--- src/sv/sha_pkg.sv ---
// SHA-256 engine package: round constants, initial hash values, rotr, types.
// Used by sha_ctrl, sha_dp and sha256_hash_engine.
package sha_pkg;

   localparam int WordBits = 32;

   typedef logic [31:0] word_type;

   // one-hot controller states
   typedef enum logic [5:0] {
      ST_IDLE  = 6'b000001,
      ST_LOAD  = 6'b000010,
      ST_ROUND = 6'b000100,
      ST_FOLD  = 6'b001000,
      ST_PAD   = 6'b010000,
      ST_EMIT  = 6'b100000
   } state_type;

   // controller -> datapath
   typedef struct packed {
      logic       put_byte;   // write byte at current position, bump count
      logic       put_pad;    // write 0x80 at position, zero the rest
      logic       clr_buf;    // zero the whole buffer
      logic       put_len;    // write bit length in words 14/15
      logic       load;       // copy buffer/chain into schedule/working vars
      logic       round;      // one compression round
      logic       fold;       // chain += working vars
      logic       init;       // back to initial state
      logic [5:0] rnd;        // round number
      logic [2:0] out_sel;    // digest word select
   } cmd_type;

   // datapath -> controller
   typedef struct packed {
      logic       block_full; // current byte goes to position 63
      logic       pad_two;    // padding needs an extra block
   } sts_type;

   localparam word_type InitH [8] = '{
      32'h6A09E667, 32'hBB67AE85, 32'h3C6EF372, 32'hA54FF53A,
      32'h510E527F, 32'h9B05688C, 32'h1F83D9AB, 32'h5BE0CD19
   };

   localparam word_type RoundK [64] = '{
      32'h428A2F98, 32'h71374491, 32'hB5C0FBCF, 32'hE9B5DBA5, 32'h3956C25B, 32'h59F111F1,
      32'h923F82A4, 32'hAB1C5ED5, 32'hD807AA98, 32'h12835B01, 32'h243185BE, 32'h550C7DC3,
      32'h72BE5D74, 32'h80DEB1FE, 32'h9BDC06A7, 32'hC19BF174, 32'hE49B69C1, 32'hEFBE4786,
      32'h0FC19DC6, 32'h240CA1CC, 32'h2DE92C6F, 32'h4A7484AA, 32'h5CB0A9DC, 32'h76F988DA,
      32'h983E5152, 32'hA831C66D, 32'hB00327C8, 32'hBF597FC7, 32'hC6E00BF3, 32'hD5A79147,
      32'h06CA6351, 32'h14292967, 32'h27B70A85, 32'h2E1B2138, 32'h4D2C6DFC, 32'h53380D13,
      32'h650A7354, 32'h766A0ABB, 32'h81C2C92E, 32'h92722C85, 32'hA2BFE8A1, 32'hA81A664B,
      32'hC24B8B70, 32'hC76C51A3, 32'hD192E819, 32'hD6990624, 32'hF40E3585, 32'h106AA070,
      32'h19A4C116, 32'h1E376C08, 32'h2748774C, 32'h34B0BCB5, 32'h391C0CB3, 32'h4ED8AA4A,
      32'h5B9CCA4F, 32'h682E6FF3, 32'h748F82EE, 32'h78A5636F, 32'h84C87814, 32'h8CC70208,
      32'h90BEFFFA, 32'hA4506CEB, 32'hBEF9A3F7, 32'hC67178F2
   };

   function automatic word_type rotr(input word_type x, input int n);
      rotr = (x >> n) | (x << (WordBits - n));
   endfunction

endpackage

--- src/sv/sha_ctrl.sv ---
// SHA-256 controller: sequences byte intake, compression rounds, padding, digest output.
// Depends on sha_pkg; commands sha_dp.
module sha_ctrl
   import sha_pkg::*;
(
   input  logic    clock,
   input  logic    reset,
   input  logic    in_valid,
   input  logic    in_present,
   input  logic    in_last,
   output logic    in_ready,
   output logic    out_valid,
   input  logic    out_ready,
   output logic [2:0] out_index,
   input  sts_type sts,
   output cmd_type cmd
);

   state_type  state_ff, state_in;
   logic [5:0] rnd_ff, rnd_in;
   logic [2:0] idx_ff, idx_in;
   logic       fin_ff, fin_in;   // message is ending
   logic       two_ff, two_in;   // extra padding block pending

   logic acc;
   assign in_ready  = (state_ff == ST_IDLE);
   assign acc       = in_valid && in_ready;
   assign out_valid = (state_ff == ST_EMIT);
   assign out_index = idx_ff;

   always_comb begin
      state_in = state_ff;
      rnd_in   = rnd_ff;
      idx_in   = idx_ff;
      fin_in   = fin_ff;
      two_in   = two_ff;
      cmd      = '0;
      cmd.rnd  = rnd_ff;
      cmd.out_sel = idx_ff;
      unique case (state_ff)
         ST_IDLE: begin
            if (acc) begin
               cmd.put_byte = in_present;
               fin_in = in_last;
               if (in_present && sts.block_full) state_in = ST_LOAD;
               else if (in_last) state_in = ST_PAD;
            end
         end
         ST_PAD: begin
            // buffer ready for pad write; count is final here
            cmd.put_pad = 1'b1;
            two_in = sts.pad_two;
            if (!sts.pad_two) cmd.put_len = 1'b1;
            state_in = ST_LOAD;
         end
         ST_LOAD: begin
            cmd.load = 1'b1;
            rnd_in   = '0;
            state_in = ST_ROUND;
         end
         ST_ROUND: begin
            cmd.round = 1'b1;
            rnd_in    = rnd_ff + 6'd1;
            if (rnd_ff == 6'd63) state_in = ST_FOLD;
         end
         ST_FOLD: begin
            cmd.fold = 1'b1;
            if (two_ff) begin
               cmd.clr_buf = 1'b1;
               cmd.put_len = 1'b1;
               two_in   = 1'b0;
               state_in = ST_LOAD;
            end else if (fin_ff) begin
               // fin set with no pad done yet means a full block just ended
               state_in = ST_EMIT;
               idx_in   = '0;
            end else begin
               state_in = ST_IDLE;
            end
         end
         ST_EMIT: begin
            if (out_ready) begin
               idx_in = idx_ff + 3'd1;
               if (idx_ff == 3'd7) begin
                  cmd.init = 1'b1;
                  fin_in   = 1'b0;
                  state_in = ST_IDLE;
               end
            end
         end
         default: state_in = ST_IDLE;
      endcase
   end

   // padded flag separates "full block then pad" from "final block done"
   logic pad_ff, pad_in;
   always_comb begin
      pad_in = pad_ff;
      if (state_ff == ST_PAD) pad_in = 1'b1;
      if (state_ff == ST_IDLE) pad_in = 1'b0;
   end

   state_type state_sel;
   always_comb begin
      state_sel = state_in;
      if (state_ff == ST_FOLD && !two_ff && fin_ff && !pad_ff) state_sel = ST_PAD;
   end

   always_ff @(posedge clock) begin
      if (reset) begin
         state_ff <= ST_IDLE;
         rnd_ff   <= '0;
         idx_ff   <= '0;
         fin_ff   <= 1'b0;
         two_ff   <= 1'b0;
         pad_ff   <= 1'b0;
      end else begin
         state_ff <= state_sel;
         rnd_ff   <= rnd_in;
         idx_ff   <= idx_in;
         fin_ff   <= fin_in;
         two_ff   <= two_in;
         pad_ff   <= pad_in;
      end
   end

endmodule

--- config.mk ---
export PLATFORM = sky130hd
export DESIGN_NAME = sha_ctrl
export DESIGN_NICKNAME = d
export VERILOG_FILES = /design/src/sv/sha_pkg.sv /design/src/sv/sha_ctrl.sv
export SDC_FILE = /design/constraint.sdc
export NUM_CORES = 1
export LEC_CHECK = 0
export BUFFER_PORTS_ARGS = -buffer_cell sky130_fd_sc_hd__buf_2
export CAP_MARGIN = 20
export CORE_MARGIN = 2
export CORE_UTILIZATION = 50
export DETAILED_ROUTE_END_ITERATION = 16
export GPL_TIMING_DRIVEN = 0
export PLACE_DENSITY_LB_ADDON = 0.1
export SLEW_MARGIN = 20
export SYNTH_ARGS = -nofsm -noshare
export SYNTH_HDL_FRONTEND = slang
export SYNTH_SLANG_ARGS = --single-unit
--- constraint.sdc ---
create_clock -name clock -period 4.8 [get_ports clock]
set_input_delay 1.44 -clock clock [delete_from_list [all_inputs] [get_ports clock]]
set_output_delay 1.44 -clock clock [all_outputs]
set_load 0.02 [all_outputs]
Word level (Yosys, flattened, before mapping)
Cells that the tools add are included.
- memory bits (writable): 0
- memory bits (read-only): 0
- latch bits: 0
- memories kept: 0
- flip-flop bits (word level): 18
- $mul: 0
- equality and inequality tests: 20
- reductions and logical operators: 17
- multiplexer cells: 33
- shift operators: 0
- add/sub/neg operators: 2
- $lt $le $gt $ge: 0
- div/mod/pow operators: 0
- bitwise logic cells: 0
- operators by type and width (cell ; number):
    6-bit 2-to-1 mux ; 8
    6-bit case mux with 6 select lines ; 1
    1-bit 2-to-1 mux ; 14
    6-bit equality test, second input constant ; 2
    6-bit case mux with 2 select lines ; 1
    5-bit AND reduction ; 2
    3-bit 2-to-1 mux ; 3
    3-bit by 1-bit inequality test with 1-bit output, second input constant ; 3
    4-bit AND reduction ; 2
    2-bit nonzero test ; 4
    6-bit by 1-bit adder with 6-bit output, second input constant ; 1
    6-bit by 1-bit equality test with 1-bit output, second input constant ; 1
    6-bit by 2-bit equality test with 1-bit output, second input constant ; 1
    6-bit by 3-bit equality test with 1-bit output, second input constant ; 1
    6-bit by 4-bit equality test with 1-bit output, second input constant ; 1
    6-bit by 5-bit equality test with 1-bit output, second input constant ; 1
    2-bit by 1-bit inequality test with 1-bit output, second input constant ; 3
    2-bit inequality test, second input constant ; 3
    1-bit case mux with 2 select lines ; 3
    3-bit case mux with 2 select lines ; 1
    1-bit logical AND ; 5
    5-bit 2-to-1 mux ; 1
    4-bit by 2-bit inequality test with 1-bit output, second input constant ; 1
    2-bit OR reduction ; 2
    6 further kinds ; 7

Longest topological paths before layout
- depth after elaboration: 6
- depth in mapped cells: 6
- depth with buffers taken out: 6

Worst setup path before layout
OpenSTA, ideal clock, no wires.
- kind: input -> output
- from: input sts[0] in the netlist's numbering
- to: output cmd[13] in the netlist's numbering
- data arrival time: 1.926 ns
- path buffers: 0
- stages on the path: 1
- data required time: 3.360 ns
- setup slack: 1.434 ns
- cells stage by stage: o21ai_0
- word-level cells in the longest chain between the ends: 2
- ends and longest elaborated chain (what ; RTL line ; source):
    start, declared ; sha_ctrl.sv:15 ; input sts_type sts,
    1-bit 2-to-1 mux ; sha_ctrl.sv:53 ; if (!sts.pad_two) cmd.put_len = 1'b1;
    1-bit case mux with 2 select lines ; sha_ctrl.sv:40 ; unique case (state_ff)
    end, declared ; sha_ctrl.sv:16 ; output cmd_type cmd
Every way passes these cells.

==> impl_metrics.tcl <==
set metrics [dict create \
    synth_async_sr_flop_share_pct 0 \
    cts_hold_buf 0 \
    wire_per_inst_um 14.1 \
    hold_path.class "reg2reg" \
    crit_chain "nor4_1 > and2_1 > buf_2 > and3_1 > buf_2" \
    diodes 0 \
    synth_seq_cells 18 \
    status "finished clean" \
    drv_slew 0 \
    grt_max_degree 11 \
    max_freq_ghz 0.293 \
    cts.reportedPaths.clkPinSlew_ns 0.10 \
    crit_path_top_delay_cell "nor4_1" \
    grt.overflow.total 0 \
    vias_per_cell 5.98 \
    slew_headroom_pct 55.2 \
    fin_crit_ns 3.41 \
    setup_tns_ns 0 \
    core.rowCount 17 \
    cts_buffers 3 \
    die_area_um2 2640 \
    post-route-period-util_pct 71.0 \
    critPathTopFamily "simple AND/OR/NAND/NOR gates" \
    syn-instance-count 136 \
    postRouteAntennaNets 0 \
    slowest_delay_ns 0.60 \
    numPortBuffers 29 \
    syn-num-nets 147 \
    vias 1173 \
    layout_common_cells "buf_2 (32), dfxtp_1 (18), nand2_1 (12)" \
    initial_core_util_pct 51.7 \
    finalSetupViolCount 0 \
    grt_pass1_wl_mm 4.28 \
    irDropWorstVdd_mv 0.156 \
    cp.required_ns 3.36 \
    io-pin-count 30 \
    clockBufferDepth 2 \
    critical_path_buf_inv_count 2 \
    drt_iter0_drc 29 \
    dp_hpwl_mm 2.13 \
    place_congestion 0.815 \
    die_h_um 51.4 \
    hold_viol 0 \
    synth_ff_type "dfxtp_1" \
    skew_ns 0.00171 \
    crit_type "reg2out" \
    synth_edf_count 0 \
    ys_types 44 \
    cp_data_arrival_time_ns 1.97 \
    layout.nets 181 \
    ff2ff_setup_slack_ns 3.05 \
    drt-pass1-iter-count 4 \
    placed_area_um2 1300 \
    hold_slack_ns 0.514 \
    tightest_slew_ns 0.666 \
    core_um2 2170 \
    die_x_um 51.4 \
    cp-end-kind "output port" \
    netlist_area_um2 1120 \
    grt_pass1_vias 978 \
    p_per_area_nw_per_um2 213 \
    final_common_cell "buf_2" \
    fin_area_um2 1330 \
    antenna_found_initial 0 \
    drc 0 \
    cts_resized 0 \
    crit_path_start_kind "register" \
    cts-root-buf "clkbuf_4" \
    crit_fanout 9 \
    clkLatencyLatePin_ns 0.29 \
    area_growth_pct 18.1 \
    crit_top_cell "buf_2" \
    drive_gt1_share_pct 29.2 \
    post_cts_buffers 0 \
    p_leak_nw 0.596 \
    tritoncts "yes" \
    track_usage_pct 22.1 \
    numClockSinks 18 \
    ys_warn_count 0 \
    wl_mm 2.75 \
    drv_cap 0 \
    rsz0062_at_grt "false" \
    utilization_pct 61.1 \
    htree_levels 1 \
    syn_area_per_cell_um2 8.25 \
    yosysSeqAreaShare_pct 32.1 \
]
[final cells by class]
class	count	area [µm²]
sequential	18	360
tap	28	35.0
timing repair buffer	29	145
inverter	7	26.3
multi-input combinational	103	683
clock buffer	3	22.5
buffer	8	52.6
fill	209	845
[worst reg2reg max path: cells and delay by family (launching register included)]
| kind | cells | cell delay, ns |
|---|---|---|
| AO/OA/AOI/OAI | 1 | 0.13 |
| AND/OR/NAND/NOR | 3 | 1.06 |
| flip-flops | 1 | 0.50 |
[logic make-up (layout without fill, tap and decap cells)]
kind of cell,count (synthesis),after routing,share of synthesized area [%]
adders and majority gates,3,3,3.34
muxes,1,1,0.892
buffers and inverters,15,47,7.02
xor gates and xnor gates,1,1,0.781
and+or+nand+nor,64,64,35.3
DFF,18,18,32.1
AOI/OAI and AO/OA,34,34,20.5
[power by group]
group	switching [W]	internal, W	total (W)
Combinational	0.0000319	0.0000195	0.0000514
Sequential	0.00000215	0.000152	0.000154
Clock	0.0000469	0.0000292	0.0000761
Total	0.0000809	0.000201	0.000282
[metrics by stage]
| step | setup WS [ns] | total power (W) | instances |
|---|---|---|---|
| after floorplan | 1.43 | 0.000193 | 136 |
| after global placement | 1.48 | 0.000207 | 193 |
| after detailed placement | 1.47 | 0.000209 | 193 |
| after CTS | 1.42 | 0.000283 | 196 |
| after global routing | 1.28 | 0.000293 | 196 |
| final | 1.39 | 0.000282 | 196 |
[Yosys cell counts (2+ instances only)]
library cell | count | area (µm²)
ha_1 | 3 | 37.5
or4_1 | 3 | 22.5
dfxtp_1 | 18 | 360
nand2_1 | 12 | 45.0
o211ai_1 | 4 | 30.0
nand4_1 | 3 | 18.8
inv_1 | 7 | 26.3
a211oi_1 | 2 | 15.0
and2b_2 | 2 | 17.5
a22oi_1 | 2 | 15.0
buf_4 | 3 | 22.5
nand3b_1 | 2 | 15.0
a21oi_1 | 11 | 55.1
o21ai_0 | 4 | 20.0
buf_2 | 3 | 15.0
nand3_1 | 8 | 40.0
nor2b_1 | 3 | 18.8
o31ai_1 | 3 | 22.5
nor3_1 | 6 | 30.0
and3_1 | 3 | 18.8
a311oi_1 | 3 | 26.3
or2b_2 | 2 | 17.5
nor2_1 | 6 | 22.5
nor4_1 | 3 | 18.8
[per-layer routing]
metal  wire length, µm  vias to the layer above  GRT usage (%)  share of wire [%]
li1                  -                      579              -                  -
met1              1160                      545           24.5                 42
met2              1400                       45           40.2                 51
met3               164                        4           3.80                6.0
met4                35                        0           10.5                1.3
met5                 0                        -              0                  0
[path summary, 6_finish.rpt]
path,cells past startpoint,end,start
hold reg to reg,2,out_index[1],out_index[1]
hold / removal,2,out_index[1],out_index[1]
setup reg to reg,4,out_index[0],state_ff[5]
setup / recovery,5,cmd[16],state_ff[3]
[sequential cells by signal (all words and copies together), names as in the netlist]
register   count
pad_ff         1
state_ff       6
rnd_ff         6
two_ff         1
out_index      3
fin_ff         1
(Power assumes the default switching activity.)
