[src/sv/sha_pkg.sv]
// SHA-256 engine package: round constants, initial hash values, rotr, types.
// Used by sha_ctrl, sha_dp and sha256_hash_engine.
package sha_pkg;

   localparam int WordBits = 32;

   typedef logic [31:0] word_type;

   // one-hot controller states
   typedef enum logic [5:0] {
      ST_IDLE  = 6'b000001,
      ST_LOAD  = 6'b000010,
      ST_ROUND = 6'b000100,
      ST_FOLD  = 6'b001000,
      ST_PAD   = 6'b010000,
      ST_EMIT  = 6'b100000
   } state_type;

   // controller -> datapath
   typedef struct packed {
      logic       put_byte;   // write byte at current position, bump count
      logic       put_pad;    // write 0x80 at position, zero the rest
      logic       clr_buf;    // zero the whole buffer
      logic       put_len;    // write bit length in words 14/15
      logic       load;       // copy buffer/chain into schedule/working vars
      logic       round;      // one compression round
      logic       fold;       // chain += working vars
      logic       init;       // back to initial state
      logic [5:0] rnd;        // round number
      logic [2:0] out_sel;    // digest word select
   } cmd_type;

   // datapath -> controller
   typedef struct packed {
      logic       block_full; // current byte goes to position 63
      logic       pad_two;    // padding needs an extra block
   } sts_type;

   localparam word_type InitH [8] = '{
      32'h6A09E667, 32'hBB67AE85, 32'h3C6EF372, 32'hA54FF53A,
      32'h510E527F, 32'h9B05688C, 32'h1F83D9AB, 32'h5BE0CD19
   };

   localparam word_type RoundK [64] = '{
      32'h428A2F98, 32'h71374491, 32'hB5C0FBCF, 32'hE9B5DBA5, 32'h3956C25B, 32'h59F111F1,
      32'h923F82A4, 32'hAB1C5ED5, 32'hD807AA98, 32'h12835B01, 32'h243185BE, 32'h550C7DC3,
      32'h72BE5D74, 32'h80DEB1FE, 32'h9BDC06A7, 32'hC19BF174, 32'hE49B69C1, 32'hEFBE4786,
      32'h0FC19DC6, 32'h240CA1CC, 32'h2DE92C6F, 32'h4A7484AA, 32'h5CB0A9DC, 32'h76F988DA,
      32'h983E5152, 32'hA831C66D, 32'hB00327C8, 32'hBF597FC7, 32'hC6E00BF3, 32'hD5A79147,
      32'h06CA6351, 32'h14292967, 32'h27B70A85, 32'h2E1B2138, 32'h4D2C6DFC, 32'h53380D13,
      32'h650A7354, 32'h766A0ABB, 32'h81C2C92E, 32'h92722C85, 32'hA2BFE8A1, 32'hA81A664B,
      32'hC24B8B70, 32'hC76C51A3, 32'hD192E819, 32'hD6990624, 32'hF40E3585, 32'h106AA070,
      32'h19A4C116, 32'h1E376C08, 32'h2748774C, 32'h34B0BCB5, 32'h391C0CB3, 32'h4ED8AA4A,
      32'h5B9CCA4F, 32'h682E6FF3, 32'h748F82EE, 32'h78A5636F, 32'h84C87814, 32'h8CC70208,
      32'h90BEFFFA, 32'hA4506CEB, 32'hBEF9A3F7, 32'hC67178F2
   };

   function automatic word_type rotr(input word_type x, input int n);
      rotr = (x >> n) | (x << (WordBits - n));
   endfunction

endpackage

[src/sv/sha_dp.sv]
// SHA-256 datapath: block buffer, byte count, schedule window, working vars, chain.
// Depends on sha_pkg; driven by sha_ctrl commands.
module sha_dp
   import sha_pkg::*;
(
   input  logic       clock,
   input  logic       reset,
   input  cmd_type    cmd,
   input  logic [7:0] in_byte,
   output sts_type    sts,
   output word_type   digest_word
);

   word_type   buf_ff [16];
   word_type   buf_in [16];
   word_type   win_ff [16];
   word_type   var_ff [8];
   word_type   chain_ff [8];
   logic [63:0] cnt_ff;

   logic [5:0] pos;
   logic [3:0] pos_w;
   logic [1:0] pos_b;

   assign pos   = cnt_ff[5:0];
   assign pos_w = pos[5:2];
   assign pos_b = pos[1:0];

   assign sts.block_full = (pos == 6'h3F);
   assign sts.pad_two    = (pos >= 6'd56);
   assign digest_word    = chain_ff[cmd.out_sel];

   // buffer update
   always_comb begin
      buf_in = buf_ff;
      if (cmd.put_byte) begin
         buf_in[pos_w][(3 - pos_b) * 8 +: 8] = in_byte;
      end
      if (cmd.put_pad) begin
         for (int i = 0; i < 16; i++) begin
            for (int b = 0; b < 4; b++) begin
               if ({i[3:0], b[1:0]} == pos) begin
                  buf_in[i][(3 - b) * 8 +: 8] = 8'h80;
               end else if ({i[3:0], b[1:0]} > pos) begin
                  buf_in[i][(3 - b) * 8 +: 8] = 8'h00;
               end
            end
         end
      end
      if (cmd.clr_buf) begin
         for (int i = 0; i < 16; i++) buf_in[i] = '0;
      end
      if (cmd.put_len) begin
         buf_in[14] = cnt_ff[60:29];
         buf_in[15] = {cnt_ff[28:0], 3'b000};
      end
   end

   always_ff @(posedge clock) begin
      buf_ff <= buf_in;
   end

   // round logic
   word_type w2, w15, s0, s1, w_new, w_use, t1, t2;
   logic [3:0] r4;
   assign r4    = cmd.rnd[3:0];
   assign w2    = win_ff[4'(r4 - 4'd2)];
   assign w15   = win_ff[4'(r4 - 4'd15)];
   assign s1    = rotr(w2, 17) ^ rotr(w2, 19) ^ (w2 >> 10);
   assign s0    = rotr(w15, 7) ^ rotr(w15, 18) ^ (w15 >> 3);
   assign w_new = s1 + win_ff[4'(r4 - 4'd7)] + s0 + win_ff[r4];
   assign w_use = (cmd.rnd < 6'd16) ? win_ff[r4] : w_new;
   assign t1 = var_ff[7] + (rotr(var_ff[4], 6) ^ rotr(var_ff[4], 11) ^ rotr(var_ff[4], 25))
             + (var_ff[6] ^ (var_ff[4] & (var_ff[5] ^ var_ff[6]))) + RoundK[cmd.rnd] + w_use;
   assign t2 = (rotr(var_ff[0], 2) ^ rotr(var_ff[0], 13) ^ rotr(var_ff[0], 22))
             + ((var_ff[0] & var_ff[1]) | (var_ff[2] & (var_ff[0] | var_ff[1])));

   always_ff @(posedge clock) begin
      if (cmd.load) begin
         win_ff <= buf_ff;
         var_ff <= chain_ff;
      end else if (cmd.round) begin
         win_ff[r4] <= w_use;
         var_ff[7] <= var_ff[6];
         var_ff[6] <= var_ff[5];
         var_ff[5] <= var_ff[4];
         var_ff[4] <= var_ff[3] + t1;
         var_ff[3] <= var_ff[2];
         var_ff[2] <= var_ff[1];
         var_ff[1] <= var_ff[0];
         var_ff[0] <= t1 + t2;
      end
   end

   always_ff @(posedge clock) begin
      if (reset || cmd.init) begin
         chain_ff <= InitH;
         cnt_ff   <= '0;
      end else begin
         if (cmd.fold) begin
            for (int i = 0; i < 8; i++) chain_ff[i] <= chain_ff[i] + var_ff[i];
         end
         if (cmd.put_byte) cnt_ff <= cnt_ff + 64'd1;
      end
   end

endmodule

[config.mk]
export PLATFORM = sky130hd
export DESIGN_NAME = sha_dp
export DESIGN_NICKNAME = d
export VERILOG_FILES = /design/src/sv/sha_pkg.sv /design/src/sv/sha_dp.sv
export SDC_FILE = /design/constraint.sdc
export NUM_CORES = 2
export LEC_CHECK = 0
export BUFFER_PORTS_ARGS = -buffer_cell sky130_fd_sc_hd__buf_2
export CORE_MARGIN = 2
export CORE_UTILIZATION = 30
export DETAILED_ROUTE_END_ITERATION = 10
export GPL_TIMING_DRIVEN = 0
export PLACE_DENSITY = 0.52
export SLEW_MARGIN = 0
export SYNTH_ARGS = -nofsm -noshare
export SYNTH_HDL_FRONTEND = slang
export SYNTH_SLANG_ARGS = --single-unit
[constraint.sdc]
create_clock -name clock -period 29.1 [get_ports clock]
set_input_delay 2.91 -clock clock [delete_from_list [all_inputs] [get_ports clock]]
set_output_delay 2.91 -clock clock [all_outputs]
set_load 0.02 [all_outputs]
* Word-level counts from Yosys, hierarchy flattened *
Memories as Yosys holds them, arrays and structs flattened.
Cells that the tools add are included.

storage, ports and cells
  flip-flop bits (word level) = 1600
  word-level logic and storage cells = 414
  memories = 1
  bits of input ports = 27
  bits in read-only memories = 2048

operators by class
  add/subtract/negate cells = 24
  bitwise operators = 32
  shift operators = 2
  order comparisons = 75
  muxes and demuxes = 160
  equality and inequality tests = 64
  reduce and logical (&&, ||, !) cells = 6

memory list
  name              words  width  read ports  clocked after Yosys merged registers in  write ports  RTL line      source
  (name not given)  64     32     1           0                                        0            sha_dp.sv:74  + (var_ff[6] ^ (var_ff[4] & (var_ff[5] ^ var_ff[6]))) + RoundK[cmd.rnd] + w_use;

operators with widths
  cell                     count
  $mux 512                 4
  $bwmux 512               2
  $mux 8                   128
  $add 32x32->32           18
  $bmux 32 s4              4
  $mux 256                 2
  $mux 32                  15
  $demux 32 s4             2
  $xor 32x32->32           8
  $eq 6x6->1 const A       32
  $gt 6x6->1 const A       32
  $mux 64                  2
  $and 32x32->32           3
  $bmux 32 s3              1
  $eq 5x6->1 const A       16
  $gt 5x6->1 const A       16
  $add 64x1->64 const B    1
  $or 32x32->32            2
  $eq 4x6->1 const A       8
  $gt 4x6->1 const A       8
  $neg 32->34              1
  $shift 8x34->32 const A  1
  $shiftx 8x34->32         1
  $or 10x32->32            1
  other kinds (36)         55

* Depth between registers and ports, before layout *
  depth after elaboration = 16
  mapped depth = 64
  depth with buffers taken out = 54

* Least setup slack after synthesis *
No wires, ideal clock.

  kind = input port to flip-flop
  from = input port cmd[5] (netlist name)
  to = register var_ff[255] (netlist name) (data pin)
  required time = 28832 ps
  arrival = 15707 ps
  path slack = 13124 ps
  cell stages on the path = 58
  cell sequence = clkbuf_1 > inv_1 > clkbuf_8 > clkbuf_1 > clkbuf_1 > clkbuf_1 > clkbuf_1 > ha_1 > inv_1 > ha_1 > clkbuf_1 > clkbuf_1 > clkbuf_1 > mux2i_1 > mux2i_1 > xnor2_1 > xnor2_1 > fa_1 > [... 22 more ...] > a21oi_1 > nand2_1 > o21a_1 > a221oi_1 > a21oi_1 > a41o_1 > o41a_1 > a21o_1 > a21o_1 > xnor2_1 > fa_1 > inv_1 > ha_1 > and4_1 > a221oi_1 > xnor2_1 > xnor2_1 > o21ai_0

between the ends
  longest elaborated chain between the ends = 16
  elaborated cells on any way between the ends = 41
  those cells by class = add/sub: 9; order compare: 1; mux: 17; bitwise: 13; memory: 1

ends and longest elaborated chain
  item                                            RTL line       source
  start, declared                                 sha_dp.sv:8    input cmd_type cmd,
  $sub 4x2->4                                     sha_dp.sv:67   assign w2 = win_ff[4'(r4 - 4'd2)];
  $not 4->5 (implied by the code)                 sha_dp.sv:67
  $bmux 32 s4                                     sha_dp.sv:67
  $mux 32 (implied by the code) (2 in series)     sha_dp.sv:67
  $or 15x32->32 or $or 13x32->32 (tied branches)  sha_pkg.sv:59  rotr = (x >> n) | (x << (WordBits - n));
  $xor 32x32->32                                  sha_dp.sv:69   assign s1 = rotr(w2, 17) ^ rotr(w2, 19) ^ (w2 >> 10);
  $xor 32x22->32                                  sha_dp.sv:69
  $add 32x32->32 (3 in series)                    sha_dp.sv:71   assign w_new = s1 + win_ff[4'(r4 - 4'd7)] + s0 + win_ff[r4];
  $mux 32                                         sha_dp.sv:72   assign w_use = (cmd.rnd < 6'd16) ? win_ff[r4] : w_new;
  $add 32x32->32 (*)                              sha_dp.sv:74
  $add 32x32->32 (*)                              sha_dp.sv:91   var_ff[0] <= t1 + t2;
  $mux 256 (*)                                    sha_dp.sv:82   end else if (cmd.round) begin
  $mux 256 (*)                                    sha_dp.sv:79   if (cmd.load) begin
  end signal, assigned                            sha_dp.sv:81   var_ff <= chain_ff;
  end, declared                                   sha_dp.sv:17   word_type var_ff [8];

Mark *: on every way between the ends. The rest lies on a longest branch, timed or not. The select of a mux whose other input is x is not followed.
A chain may end at the register's enable or synchronous reset.

* Worst setup path in the final report *
Same ends and word-level chain as after synthesis.

==> reports/qor.log <==
INFO  yosys          area_share_of_fa_ha_maj_cells_after_synthesis=0.0886
INFO  critical_path  critical_path_required=29.72ns
INFO  place          io_buffer_count=54
INFO  timing         fmaxAchievable=0.0426GHz
INFO  hold_path      hold_path_startpoint=buf_ff[278]$_SDFF_PP0_
INFO  critical_path  worst_path_max_stage_delay=1.05ns
INFO  clock_network  clk_latency=0.92ns
INFO  timing         rsz0062_at_grt=no
INFO  critical_path  r2r_cells=45
INFO  timing         finalMaxSlewViolations=162
INFO  timing         worst_pin_slew=1.74ns
INFO  timing         timing.max_slew.rel_slack=-0.159
INFO  clock_network  htreeDepth=4
INFO  yosys          ys_seq_elements=1597
INFO  clock_network  clock-root-buffer=sky130_fd_sc_hd__clkbuf_16
INFO  timing         setup_viol_count_final=0
INFO  route          route.vias.total=95700
INFO  global_route   grt_antenna_before_repair=53
INFO  place          place.detailed.hpwl=462000µm
INFO  timing         finalWorstSetupSlack=5.64ns
INFO  hold_path      holdPathStages=2
INFO  clock_network  cts.hold.buffers_added=0
INFO  yosys          synth_compound_gate_area_share=0.159
INFO  global_route   grt_max_degree=52
INFO  critical_path  worst_path_dominant_cell_family=buffers and inverters
INFO  run_status     violations=max-capacitance violations, max-slew violations
INFO  timing         tns=0ns
INFO  timing         layout_min_cycle_time=23.46ns
INFO  global_route   number_of_global_route_vias_before_repair=84900
INFO  timing         timing_hold_violations_final=0
INFO  floorplanning  die_w=592µm
INFO  critical_path  r2r-end=var_ff[255]$_DFFE_PP_
INFO  clock_network  cts_inserted_buffers=185
INFO  yosys          synth_top_family_by_area=compound AO/OA/AOI/OAI gates
INFO  clock_network  post_cts_buffers=0
INFO  yosys          synth_edf_count=773
INFO  floorplanning  coreArea=344000µm²
INFO  layout         area_growth_syn_to_layout=12.3%
INFO  route          drt_iter0_markers=16800
INFO  layout         drive_gt1_frac=0.0991
INFO  layout         layout.cells.non_filler=16000
INFO  route          route.detailed.drc=0
INFO  yosys          postSynthCellCount=11000
INFO  clock_network  cts.sink_count=1597
INFO  route          wl=570000µm
INFO  critical_path  timing.critical_path.arrival=24.08ns
INFO  critical_path  slowest_stage=sky130_fd_sc_hd__nor4_1
INFO  floorplanning  starting_density_of_the_core=0.302
INFO  clock_network  cts_tree=done
INFO  place          place_congestion=1.05
INFO  route          count_of_nets_left_with_antenna_violations_after_detail_routing=0
INFO  global_route   grt_overflow_total=0
INFO  job            cap_viol_max_count=21
INFO  clock_network  clkSlewWorstSetupHoldPaths=0.06ns
INFO  yosys          mux_cell_area_share_after_synthesis=0.145
INFO  global_route   grt_usage=0.314
INFO  yosys          netlist.area_leader.share=0.224
INFO  floorplanning  io_pins=61
INFO  layout         final_net_count=11900
INFO  yosys          synth_cell_types=97
INFO  route          viasPerCell=5.98
INFO  hold_path      whs_endpoint=buf_ff[278]$_SDFF_PP0_
INFO  floorplanning  floorplan.die_area=351000µm²
INFO  yosys          seq_area_frac_synth=0.383
INFO  floorplanning  die_height=592µm
INFO  yosys          synth_area_in_xor_xnor=0.0521
INFO  critical_path  critPathBufInv=16
INFO  floorplanning  std_cell_rows=215
INFO  critical_path  critPathKind=in -> reg
INFO  critical_path  crit_path_start_kind=input pin
INFO  run_status     outcome=finished with violations
INFO  place          placed_cells=15700
INFO  yosys          synthArstFlopShare=0
INFO  yosys          yosys_warnings=0
INFO  yosys          simple_logic_cell_fraction_of_the_synthesized_area=0.131
INFO  critical_path  worst-r2r-setup-slack=13.23ns
INFO  yosys          synth.avg_cell_area=9.41µm²
INFO  yosys          synth_ff_type=sky130_fd_sc_hd__dfxtp_1
INFO  critical_path  crit_top_cell=sky130_fd_sc_hd__clkbuf_1
INFO  yosys          yosys-top-cells-area=sky130_fd_sc_hd__edfxtp_1, sky130_fd_sc_hd__dfxtp_1, sky130_fd_sc_hd__mux4_2
INFO  yosys          yosys.area.top_type=sky130_fd_sc_hd__edfxtp_1
INFO  hold_path      worstHoldPathType=reg -> reg
INFO  yosys          synth_nets=11700
INFO  clock_network  postCtsResizedCells=0
INFO  place          place_ws=5.44ns
INFO  timing         holdWs=0.457ns
INFO  global_route   global_route_wire_length_before_repair=753000µm
INFO  timing         finalCritPeriodShare=0.806
INFO  route          routed_wire_length_per_instance=35.6µm
INFO  critical_path  timing.rr.start=win_ff[332]$_DFFE_PP_
INFO  route          drt_pass1_iterations=8
INFO  yosys          post_synth_instance_area=104000µm²
INFO  critical_path  setup.worst_path.end_class=register
INFO  critical_path  critical_path_peak_fanout=17
INFO  clock_network  cts-root-to-sink-buffers=4
INFO  timing         skew=0.0991ns
==> cells by family after synthesis <==
| family | count (synthesis) |
|---|---|
| simple gates | 3286 |
| compound gates | 2788 |
| flops | 1597 |
| buf+inv | 1101 |
| mux | 1024 |
| fa+ha+maj | 623 |
| xor+xnor | 611 |
==> cells in the final DEF (no fill, tap or decap), types with 51 or more instances in the layout <==
| cell type | n |
|---|---|
| sky130_fd_sc_hd__nor2b_1 | 57 |
| sky130_fd_sc_hd__nor2_1 | 1119 |
| sky130_fd_sc_hd__dfxtp_1 | 824 |
| sky130_fd_sc_hd__buf_2 | 98 |
| sky130_fd_sc_hd__nand3_1 | 148 |
| sky130_fd_sc_hd__inv_1 | 411 |
| sky130_fd_sc_hd__fa_1 | 195 |
| sky130_fd_sc_hd__nand2_1 | 1567 |
| sky130_fd_sc_hd__nor3_1 | 99 |
| sky130_fd_sc_hd__nand2b_1 | 55 |
| sky130_fd_sc_hd__o21a_1 | 69 |
| sky130_fd_sc_hd__ha_1 | 400 |
| sky130_fd_sc_hd__a22o_1 | 66 |
| sky130_fd_sc_hd__and2_1 | 51 |
| sky130_fd_sc_hd__xnor2_1 | 403 |
| sky130_fd_sc_hd__o21ai_0 | 995 |
| sky130_fd_sc_hd__buf_1 | 55 |
| sky130_fd_sc_hd__mux4_2 | 341 |
| sky130_fd_sc_hd__edfxtp_1 | 773 |
| sky130_fd_sc_hd__a21oi_1 | 897 |
| sky130_fd_sc_hd__a21o_1 | 168 |
| sky130_fd_sc_hd__clkbuf_16 | 195 |
| sky130_fd_sc_hd__mux2_2 | 271 |
| sky130_fd_sc_hd__mux2i_1 | 400 |
| sky130_fd_sc_hd__xor2_1 | 204 |
| sky130_fd_sc_hd__a211oi_1 | 76 |
| sky130_fd_sc_hd__clkbuf_1 | 576 |
==> state kept, by name, summed over array words and instances (netlist names) <==
signal / count
buf_ff: 512
chain_ff: 256
cnt_ff: 61
var_ff: 256
win_ff: 512
==> cell type report <==
class                   count  area, µm²
diodes                     17       42.5
plain buffers             685       2840
clock buffers             261       5360
clock inverters            68        544
fillers                 35600     227000
inverters                 416       1560
multi-input cells        8332      59900
flip-flops and latches   1597      39700
well taps                4557       5700
repair buffers             85        845
==> metrics by stage <==
| step | area [µm²] | util |
|---|---|---|
| after detailed placement | 111000 | 0.322 |
| after CTS | 116000 | 0.339 |
| after global placement | 110000 | 0.319 |
| after global routing | 116000 | 0.339 |
| after floorplan | 104000 | - |
| final | 117000 | 0.339 |
==> cells in the mapped netlist, types with 76 or more instances <==
cell / instances
sky130_fd_sc_hd__a21oi_1: 900
sky130_fd_sc_hd__mux2i_1: 401
sky130_fd_sc_hd__inv_1: 411
sky130_fd_sc_hd__nor3_1: 100
sky130_fd_sc_hd__xnor2_1: 403
sky130_fd_sc_hd__dfxtp_1: 824
sky130_fd_sc_hd__ha_1: 400
sky130_fd_sc_hd__nand2_1: 1567
sky130_fd_sc_hd__mux4_2: 341
sky130_fd_sc_hd__xor2_1: 204
sky130_fd_sc_hd__edfxtp_1: 773
sky130_fd_sc_hd__nor2_1: 1120
sky130_fd_sc_hd__clkbuf_1: 554
sky130_fd_sc_hd__o21ai_0: 997
sky130_fd_sc_hd__fa_1: 195
sky130_fd_sc_hd__a21o_1: 168
sky130_fd_sc_hd__mux2_2: 271
sky130_fd_sc_hd__a211oi_1: 76
sky130_fd_sc_hd__nand3_1: 148
==> metal layers <==
| metal | up-vias | global-route usage | wire, µm |
|---|---|---|---|
| met2 | 6921 | 0.414 | 217000 |
| met4 | 20 | 0.126 | 27200 |
| li1 | 40000 | - | - |
| met3 | 972 | 0.139 | 89300 |
| met1 | 47800 | 0.439 | 236000 |
| met5 | - | 0 | 150 |
==> how the worst max path moves through the flow <==
stage,startpoint,endpoint,depth (start not counted)
CTS,cmd[5],var_ff[255]$_DFFE_PP_,57
detailed placement,cmd[5],var_ff[255]$_DFFE_PP_,57
floorplan,cmd[5],var_ff[255]$_DFFE_PP_,58
finish,cmd[5],var_ff[255]$_DFFE_PP_,57
global placement,cmd[5],var_ff[255]$_DFFE_PP_,57
global route,cmd[5],var_ff[255]$_DFFE_PP_,57
==> tightest hold or removal path, stage by stage, from the launching register on <==
cell and delay [ns]:
sky130_fd_sc_hd__dfxtp_1 0.31, sky130_fd_sc_hd__nand2_1 0.05, sky130_fd_sc_hd__a21oi_1 0.05
Power is not shown: default switching activity piles up to over one toggle a cycle in this logic, so the estimate is an artifact.
